<file path="src/rtl/gpd_pkg.sv">
// Package for the gated photon detector with dead time.
// Holds field widths, register indexes, reset values, class codes and item types.
// Depends on nothing.
`default_nettype none

package gpd_pkg;

  localparam int TIME_BITS      = 48;
  localparam int COUNT_BITS     = 32;
  localparam int CFG_BITS       = 32;
  localparam int CFG_INDEX_BITS = 4;

  // Comparisons between times and 32-bit register values are made at this width.
  localparam int CMP_BITS = (TIME_BITS > CFG_BITS) ? TIME_BITS : CFG_BITS;

  localparam logic [CFG_INDEX_BITS-1:0] REG_GATE_WIDTH = CFG_INDEX_BITS'(0);
  localparam logic [CFG_INDEX_BITS-1:0] REG_DEAD_TIME  = CFG_INDEX_BITS'(1);

  localparam logic [CFG_BITS-1:0] GATE_WIDTH_RESET = CFG_BITS'(1000);
  localparam logic [CFG_BITS-1:0] DEAD_TIME_RESET  = CFG_BITS'(0);

  localparam logic [COUNT_BITS-1:0] COUNT_MAX = '1;

  // Position of a photon relative to its slot window.
  localparam int CLS_BITS = 2;
  localparam logic [CLS_BITS-1:0] CLS_EARLY  = 2'd0;
  localparam logic [CLS_BITS-1:0] CLS_INSIDE = 2'd1;
  localparam logic [CLS_BITS-1:0] CLS_LATE   = 2'd2;

  localparam int MID_DEPTH_DEFAULT = 2;
  localparam int OUT_DEPTH_DEFAULT = 2;

  typedef struct packed {
    logic [TIME_BITS-1:0] photon_time;
    logic [TIME_BITS-1:0] slot_center;
    logic                 new_slot;
  } in_t;

  typedef struct packed {
    logic [TIME_BITS-1:0]  registered_time;
    logic [COUNT_BITS-1:0] registered_count;
  } out_t;

  // A classified item passed from the front end to the back end.
  typedef struct packed {
    logic [TIME_BITS-1:0] photon_time;
    logic                 new_slot;
    logic [CLS_BITS-1:0]  cls;
  } mid_t;

  localparam int MID_BITS = $bits(mid_t);
  localparam int OUT_BITS = $bits(out_t);

endpackage

`default_nettype wire

</file>
<file path="src/rtl/gpd_fifo.sv">
// Small register queue shared by the middle and result queues.
// Depends on nothing; the payload is a plain vector of WIDTH bits.
`default_nettype none

module gpd_fifo #(
  parameter int WIDTH = 1,
  parameter int DEPTH = 2
) (
  input  wire logic             clk,
  input  wire logic             rst,
  input  wire logic             push,
  input  wire logic [WIDTH-1:0] wdata,
  output logic                  full,
  input  wire logic             pop,
  output logic [WIDTH-1:0]      rdata,
  output logic                  empty
);

  localparam int PTR_W = (DEPTH > 1) ? $clog2(DEPTH) : 1;
  localparam int CNT_W = $clog2(DEPTH + 1);

  logic [WIDTH-1:0] mem [DEPTH];
  logic [PTR_W-1:0] wr_ptr;
  logic [PTR_W-1:0] rd_ptr;
  logic [CNT_W-1:0] count;
  logic             do_push;
  logic             do_pop;

  assign full    = (count == CNT_W'(DEPTH));
  assign empty   = (count == '0);
  assign do_push = push && !full;
  assign do_pop  = pop && !empty;
  assign rdata   = mem[rd_ptr];

  always_ff @(posedge clk) begin
    if (rst) begin
      wr_ptr <= '0;
      rd_ptr <= '0;
      count  <= '0;
    end else begin
      if (do_push) begin
        wr_ptr <= (wr_ptr == PTR_W'(DEPTH - 1)) ? '0 : wr_ptr + 1'b1;
      end
      if (do_pop) begin
        rd_ptr <= (rd_ptr == PTR_W'(DEPTH - 1)) ? '0 : rd_ptr + 1'b1;
      end
      case ({do_push, do_pop})
        2'b10:   count <= count + 1'b1;
        2'b01:   count <= count - 1'b1;
        default: count <= count;
      endcase
    end
  end

  always_ff @(posedge clk) begin
    if (do_push) begin
      mem[wr_ptr] <= wdata;
    end
  end

endmodule

`default_nettype wire

</file>
<file path="src/rtl/gpd_front.sv">
// Front end: accepts photon items and places each against its slot window.
// Depends on gpd_pkg; feeds the middle queue through a register stage.
`default_nettype none

module gpd_front
  import gpd_pkg::*;
(
  input  wire logic                clk,
  input  wire logic                rst,
  input  wire logic                push,
  input  wire in_t                 photon,
  output logic                     full,
  input  wire logic [CFG_BITS-1:0] gate_width,
  output logic                     mid_valid,
  output mid_t                     mid_item,
  input  wire logic                mid_full
);

  logic [TIME_BITS-1:0] diff_before;
  logic [TIME_BITS-1:0] diff_after;
  logic [CMP_BITS-1:0]  half;
  logic                 is_before;
  logic [CLS_BITS-1:0]  cls;
  logic                 accept;

  // The stage holds only while its item cannot enter the middle queue.
  assign full   = mid_valid && mid_full;
  assign accept = push && !full;

  // 2*|t - c| <= gate_width is the same as |t - c| <= floor(gate_width / 2).
  always_comb begin
    half        = CMP_BITS'(gate_width >> 1);
    is_before   = photon.photon_time < photon.slot_center;
    diff_before = photon.slot_center - photon.photon_time;
    diff_after  = photon.photon_time - photon.slot_center;
    if (is_before) begin
      cls = (CMP_BITS'(diff_before) > half) ? CLS_EARLY : CLS_INSIDE;
    end else begin
      cls = (CMP_BITS'(diff_after) > half) ? CLS_LATE : CLS_INSIDE;
    end
  end

  always_ff @(posedge clk) begin
    if (rst) begin
      mid_valid <= 1'b0;
    end else if (!full) begin
      mid_valid <= push;
    end
  end

  always_ff @(posedge clk) begin
    if (accept) begin
      mid_item.photon_time <= photon.photon_time;
      mid_item.new_slot    <= photon.new_slot;
      mid_item.cls         <= cls;
    end
  end

endmodule

`default_nettype wire

</file>
<file path="src/rtl/gpd_back.sv">
// Back end: keeps the slot, dead-time and count state and decides registrations.
// Depends on gpd_pkg; drains the middle queue and fills the result queue.
`default_nettype none

module gpd_back
  import gpd_pkg::*;
(
  input  wire logic                clk,
  input  wire logic                rst,
  input  wire logic [CFG_BITS-1:0] holdoff,
  input  wire logic                mid_empty,
  input  wire mid_t                mid_item,
  output logic                     mid_pop,
  input  wire logic                out_full,
  output logic                     out_push,
  output out_t                     out_item
);

  logic [TIME_BITS-1:0]  last_registered;
  logic                  have_registered;
  logic                  slot_closed;
  logic [COUNT_BITS-1:0] reg_count;

  logic [TIME_BITS-1:0]  since_last;
  logic                  slot_open;
  logic                  dead_ok;
  logic                  hit;
  logic                  slot_closed_next;
  logic [COUNT_BITS-1:0] reg_count_next;

  assign mid_pop = !mid_empty && !out_full;

  always_comb begin
    since_last = mid_item.photon_time - last_registered;
    // A photon earlier than the last registration never passes, even with no dead time.
    dead_ok = !have_registered ||
              ((mid_item.photon_time >= last_registered) &&
               (CMP_BITS'(since_last) >= CMP_BITS'(holdoff)));
    slot_open        = mid_item.new_slot || !slot_closed;
    hit              = 1'b0;
    slot_closed_next = mid_item.new_slot ? 1'b0 : slot_closed;
    if (slot_open) begin
      case (mid_item.cls)
        CLS_LATE: begin
          slot_closed_next = 1'b1;
        end
        CLS_INSIDE: begin
          if (dead_ok) begin
            hit              = 1'b1;
            slot_closed_next = 1'b1;
          end
        end
        default: begin
        end
      endcase
    end
    reg_count_next = (reg_count == COUNT_MAX) ? reg_count : reg_count + 1'b1;
  end

  assign out_push = mid_pop && hit;
  assign out_item.registered_time  = mid_item.photon_time;
  assign out_item.registered_count = reg_count_next;

  always_ff @(posedge clk) begin
    if (rst) begin
      last_registered <= '0;
      have_registered <= 1'b0;
      slot_closed     <= 1'b0;
      reg_count       <= '0;
    end else if (mid_pop) begin
      slot_closed <= slot_closed_next;
      if (hit) begin
        last_registered <= mid_item.photon_time;
        have_registered <= 1'b1;
        reg_count       <= reg_count_next;
      end
    end
  end

endmodule

`default_nettype wire

</file>
<file path="src/rtl/gated_photon_detect_dead_time.sv">
// Gated single-photon detector with dead time: accepts one photon item per clock
// while not full and returns one result item for each registration. One item per cycle
// is sustained while no queue fills; a result passes the front-end register, the middle
// queue, the back end and the result queue. The back end makes a combinational dead-time
// compare to the last registered time. Depends on gpd_pkg, gpd_fifo, gpd_front and gpd_back.
`default_nettype none

module gated_photon_detect_dead_time
  import gpd_pkg::*;
#(
  parameter int MID_DEPTH = MID_DEPTH_DEFAULT,
  parameter int OUT_DEPTH = OUT_DEPTH_DEFAULT
) (
  input  wire logic                      clk,
  input  wire logic                      rst,
  input  wire logic                      push,
  input  wire in_t                       photon,
  output logic                           full,
  output logic                           empty,
  input  wire logic                      pop,
  output out_t                           result,
  input  wire logic                      wr_en,
  input  wire logic [CFG_INDEX_BITS-1:0] wr_index,
  input  wire logic [CFG_BITS-1:0]       wr_data
);

  logic [CFG_BITS-1:0] gate_width;
  logic [CFG_BITS-1:0] holdoff;

  logic                mid_valid;
  mid_t                mid_in;
  logic                mid_full;
  logic                mid_empty;
  logic                mid_pop;
  logic [MID_BITS-1:0] mid_rdata;
  mid_t                mid_out;

  logic                out_push;
  out_t                out_item;
  logic                out_full;
  logic [OUT_BITS-1:0] out_rdata;

  always_ff @(posedge clk) begin
    if (rst) begin
      gate_width <= GATE_WIDTH_RESET;
      holdoff    <= DEAD_TIME_RESET;
    end else if (wr_en) begin
      case (wr_index)
        REG_GATE_WIDTH: gate_width <= wr_data;
        REG_DEAD_TIME:  holdoff    <= wr_data;
        default: begin
        end
      endcase
    end
  end

  gpd_front u_front (
    .clk        (clk),
    .rst        (rst),
    .push       (push),
    .photon     (photon),
    .full       (full),
    .gate_width (gate_width),
    .mid_valid  (mid_valid),
    .mid_item   (mid_in),
    .mid_full   (mid_full)
  );

  gpd_fifo #(
    .WIDTH (MID_BITS),
    .DEPTH (MID_DEPTH)
  ) u_mid_queue (
    .clk   (clk),
    .rst   (rst),
    .push  (mid_valid),
    .wdata (mid_in),
    .full  (mid_full),
    .pop   (mid_pop),
    .rdata (mid_rdata),
    .empty (mid_empty)
  );

  assign mid_out = mid_t'(mid_rdata);

  gpd_back u_back (
    .clk       (clk),
    .rst       (rst),
    .holdoff   (holdoff),
    .mid_empty (mid_empty),
    .mid_item  (mid_out),
    .mid_pop   (mid_pop),
    .out_full  (out_full),
    .out_push  (out_push),
    .out_item  (out_item)
  );

  gpd_fifo #(
    .WIDTH (OUT_BITS),
    .DEPTH (OUT_DEPTH)
  ) u_out_queue (
    .clk   (clk),
    .rst   (rst),
    .push  (out_push),
    .wdata (out_item),
    .full  (out_full),
    .pop   (pop),
    .rdata (out_rdata),
    .empty (empty)
  );

  assign result = out_t'(out_rdata);

endmodule

`default_nettype wire
</file>
<file path="config.mk">
export PLATFORM = sky130hd
export DESIGN_NAME = gated_photon_detect_dead_time
export DESIGN_NICKNAME = d
export VERILOG_FILES = /design/src/rtl/gpd_pkg.sv /design/src/rtl/gpd_fifo.sv /design/src/rtl/gpd_front.sv /design/src/rtl/gpd_back.sv /design/src/rtl/gated_photon_detect_dead_time.sv
export SDC_FILE = /design/constraint.sdc
export NUM_CORES = 1
export LEC_CHECK = 0
export BUFFER_PORTS_ARGS = -buffer_cell sky130_fd_sc_hd__buf_2
export CORE_UTILIZATION = 45
export DETAILED_ROUTE_END_ITERATION = 8
export RECOVER_POWER = 100
export SKIP_CTS_REPAIR_TIMING = 1
export SYNTH_ARGS = -nofsm -noshare
export SYNTH_HDL_FRONTEND = slang
export SYNTH_SLANG_ARGS = --single-unit
</file>
<file path="constraint.sdc">
create_clock -name clk -period 19.01 [get_ports clk]
set_input_delay 4.7525 -clock clk [delete_from_list [all_inputs] [get_ports clk]]
set_output_delay 4.7525 -clock clk [all_outputs]
set_load 0.1 [all_outputs]
</file>
# Yosys cells after proc, flatten, opt, wreduce, memory -nomap -nowiden
# Memory sizes are Yosys's and may differ from the RTL's. A register that Yosys moved wholly into a read port is not among the register bits.
# Cells that the tools add are included.
# totals
ff_bits	206
ramBits	262
input_bits	138
output_inout_bits	82
word_cells	96
n_memories	2
# mem_list
memory	depth	word_bits	rd	rd_ports_with_merged_regs	wr	line_no	source
u_out_queue.mem	2	80	1	1	1	gpd_fifo.sv:22	logic [WIDTH-1:0] mem [DEPTH];
u_mid_queue.mem	2	51	1	1	1	gpd_fifo.sv:22	
# classes
addsub	12
n_lt_le_gt_ge	5
n_eq_ne	10
n_mux	25
reduce_logical	26
# ops
op	n
$sub 48x48->48	3
$gt 48x31->1	2
$ge 48x32->1	1
$ge 48x48->1	1
$lt 48x48->1	1
$add 32x1->32 const B	1
$eq 32x32->1 const B	1
$mux 32	1
$mux 1	19
$eq 2x2->1 const B	5
$logic_and 1x1->1	9
$pmux 2 s2	2
$logic_not 1->1	7
$eq 2x1->1 const B	3
$reduce_and 2->1	3
$add 1x1->1 const B	4
$add 2x1->2 const B	2
$eq 4x1->1 const B	1
$logic_not 2->1	2
$logic_not 4->1	1
$mux 2	2
$reduce_bool 2->1	2
$sub 2x1->2 const B	2
$logic_or 1x1->1	2
$pmux 1 s2	1

# Longest topological paths before layout
# logic_depth
ltp_word	11
mapped_depth	32
ltp_nobuf	29

# Hierarchy
# From an unflattened synthesis, not the netlist that was laid out.
# unflattened
cells_unflattened	3000
area_unflattened_um2	29809.8
# modules_own_cells
mod	n_inst	cells_per_inst	area_each_um2	seq_area_each_um2
gpd_front	1	1106	8739.6	1551.5
gpd_back	1	1180	8520.7	1641.6
gpd_fifo (u_out_queue)	1	275	5973.2	4904.7
gpd_fifo (u_mid_queue)	1	185	3890.0	3163.0
gated_photon_detect_dead_time	1	254	2686.3	1281.2

# Worst setup path after synthesis
# OpenSTA, ideal clock, no wires.
# synth_timing
kind	register to register
startpoint	reg (tool-made name)
endpoint	mem u_out_queue.mem[0][0] (netlist name), enable pin
setup_time_ps	715
arrival_ps	12678
required_ps	18295
slack_ps	5617
stages_incl_launch_ff	29
path_buffers	5
period_less_slack_ps	13393
path_cell_list	dfxtp_1 clkbuf_1 clkbuf_1 mux2i_1 ha_1 fa_1 nand2b_1 a211oi_1 nor2_1 o21a_1 o21ai_0 a21oi_1 nor2_1 nor2_1 o21ai_0 xor2_1 ha_1 nand4_1 or4_1 a21oi_1 a221o_1 nor4_1 nand3_1 nor4_2 and4_1 buf_6 buf_4 buf_4 nor4_1
# synth_rtl
element	line_no
end: declaration	gpd_fifo.sv:22

==> summary.md <==
| Metric | Value |
|---|---|
| WP buf/inv | 3 |
| Synth Cell Area | 0.0292 sq mm |
| Final setup viols | 0 |
| Top post-synthesis cells by count | 313 x edfxtp_1, 274 x nand2_1, 270 x a21oi_1 |
| Remaining global-route overflow | 0 |
| Cell Pwr Density | 126 mW/mm^2 |
| Share of the synthesized area in the top cell type | 32.2% |
| Max IR drop VDD | 0.0709 mV |
| Slew headroom | -229% |
| Worst-Margin Slew | 4930 ps |
| Final GP Congestion | 0.963 |
| Num Clock Sinks | 469 |
| Status | finished with violations |
| Setup tns final | 0 ps |
| Crit path launch type | register |
| Yosys warning count | 0 |
| Chip height | 257 um |
| Final hold viol count | 0 |
| Worst Path Arrival | 13220 ps |
| Crit-path leading delay family | buffers and inverters |
| Failing checks | max-capacitance violations, max-slew violations |
| Final HPWL DP | 65300 um |
| CP endpoint kind | register |
| CP Class | reg -> reg |
| Slowest CP cell | clkbuf_1 |
| CP endpoint | u_out_queue.mem[0][7] |
| Pleak | 11.8 nW |
| Wire per inst | 21.2 um |
| Total GRT Usage | 25.6% |
| Port-buffer cells | 219 |
| Clock Skew | 26.7 ps |
| Share of cells above drive strength 1 | 9.04% |
| Site Rows | 92 |
| Antenna Nets Post-Route | 0 |
| Top-count cell post-synth | edfxtp_1 |
| Pin count of the biggest net entering global routing | 111 |
| Reg2reg path depth | 26 |
| CP required | 19010 ps |
| Nets | 3541 |
| Vias | 23400 |
| Max Cap Viol | 10 |
| CP Depth | 26 |
| First-pass GRT wire length | 133000 um |
| CTS H-tree depth | 2 |
| DRC viols | 0 |
| DRT Wirelength | 86000 um |
| Drt first pass iters | 7 |
| DR vias/cell | 5.78 |
| Ports | 220 |
| CTS Buf Count | 49 |
| Unique masters post-synth | 89 |
| Reg clk slew, reported paths | 60 ps |
| Mapped Nets | 3409 |
| CTS tree | done |
| Maximum clock rate | 75.7 MHz |
| Post-Syn Instances | 3025 |
| Final Power | 4.04 mW |
| FF-to-FF End | u_out_queue.mem[0][7] |
| Area leader, netlist | edfxtp_1 |
| Vias in the first global route | 23100 |
| CP max stage delay | 2890 ps |
| DR iter-0 viols | 1401 |
| Main flop type after synthesis | edfxtp_1 |
| Die span in x | 257 um |
| Clock Path Buffers | 3 |
| Register area share after synthesis | 42.9% |
| Unrepaired setup endpoints after global routing | no |
| Hold WC Path Type | reg -> reg |
| Min cycle time layout | 13220 ps |
| #FFs+latches synth | 469 |
| Antenna violations before repair | 8 |
| Post-route clock period utilization | 69.5% |
| Area of the core | 0.0635 sq mm |
| Initial Util | 45.9% |
| FFs w/ async S/R, synth | 0% |
| Root buffer cell | clkbuf_16 |
| Clk Latency, worst-skew pair | 580 ps |
| EDFF count, synth | 313 |
| Syn_area_per_cell | 9.64 sq um |
| Die ar. | 0.0659 sq mm |
| Synth top area cells | edfxtp_1 32%, dfxtp_1 11%, ha_1 10% |
| P&R area growth vs syn | 10.2% |
| Worst-path maximum fanout | 87 |
| Slew Viols, Final | 616 |
| Flop-to-flop setup slack | 5790 ps |
worst min path at each step:
stage                          from                endpoint  cells past startpoint
6_report       u_front.mid_item[22]  u_mid_queue.mem[1][22]                      0
5_1_grt        u_front.mid_item[37]  u_mid_queue.mem[0][37]                      0
4_1_cts        u_front.mid_item[22]  u_mid_queue.mem[1][22]                      0
3_5_place_dp   u_front.mid_item[28]  u_mid_queue.mem[1][28]                      0
3_3_place_gp   u_front.mid_item[24]  u_mid_queue.mem[0][24]                      0
2_1_floorplan   u_front.mid_item[0]   u_mid_queue.mem[0][0]                      0
registers in the layout, indices dropped and copies added (netlist names), named ones only:
register                flops
u_mid_queue.rd_ptr          1
u_front.mid_valid           1
u_mid_queue.mem           102
u_out_queue.mem           160
u_back.have_registered      1
u_front.mid_item           51
u_out_queue.wr_ptr          1
u_mid_queue.count           2
u_back.last_registered     48
holdoff                    32
u_out_queue.rd_ptr          1
u_out_queue.count           2
gate_width                 31
u_back.slot_closed          1
u_mid_queue.wr_ptr          1
u_back.reg_count           32
stage by stage:
step	hold WS (ps)	instance area, sq um	cells	util (%)	worst slack (ps)
6_report	443	32200	4047	50.6	5790
5_1_grt	459	32200	4047	50.6	4710
4_1_cts	444	32400	4043	51.0	8940
3_5_place_dp	429	30900	3952	48.6	8340
3_3_place_gp	423	30900	3952	48.6	8550
2_1_floorplan	421	29200	3025	-	5620
layout make-up:
cell class / instances / area [sq um]
tap: 846 / 1060
antenna: 4 / 10.0
fill: 5981 / 31400
inverter: 253 / 950
clock buffer: 68 / 1370
multi-input combinational: 2147 / 15000
clock inverter: 23 / 161
timing repair buffer: 237 / 1050
sequential: 469 / 12500
layout by cell type, fill, tap and decap left out, types with 63 or more instances in the layout:
cell type | synthesis | routed
nor2_1 | 167 | 168
edfxtp_1 | 313 | 313
a31oi_1 | 63 | 63
buf_2 | 23 | 106
dfxtp_1 | 156 | 155
o21ai_0 | 99 | 100
nor3_1 | 89 | 90
nand2_1 | 274 | 273
inv_1 | 253 | 253
mux2_1 | 14 | 78
xnor2_1 | 95 | 95
clkbuf_1 | 117 | 137
a21oi_1 | 270 | 269
ha_1 | 243 | 243
mux2_2 | 132 | 68
worst reg2reg max path: cells and delay by family, from the launching register on:
family,cells,cell delay (ps)
compound gates,6,1600
xor+xnor,1,210
fa+ha+maj,3,1140
buf+inv,3,6410
flops,1,310
mux,1,760
simple gates,12,2170
per-layer routing:
layer  global-route usage (%)  share of wire (%)
met1                     35.6                 47
met2                     42.7                 47
met3                     2.42                4.2
met4                     6.75                2.5
met5                        0                  0
power breakdown:
part	switching (mW)	internal [mW]
Combinational	1.30	0.570
Sequential	0.0467	1.21
Clock	0.396	0.520
cells by family (layout without fill, tap and decap cells):
group | after synthesis | after routing | synth area share, %
multiplexers | 159 | 159 | 6.08
other | 0 | 4 | 0
XOR/XNOR | 149 | 149 | 4.47
AO/OA/AOI/OAI | 730 | 730 | 15.8
adder cells (fa/ha/maj) | 246 | 246 | 10.6
flip-flops | 469 | 469 | 42.9
buffers and inverters | 409 | 581 | 5.53
AND/OR/NAND/NOR | 863 | 863 | 14.5
(Power assumes the default switching activity.)
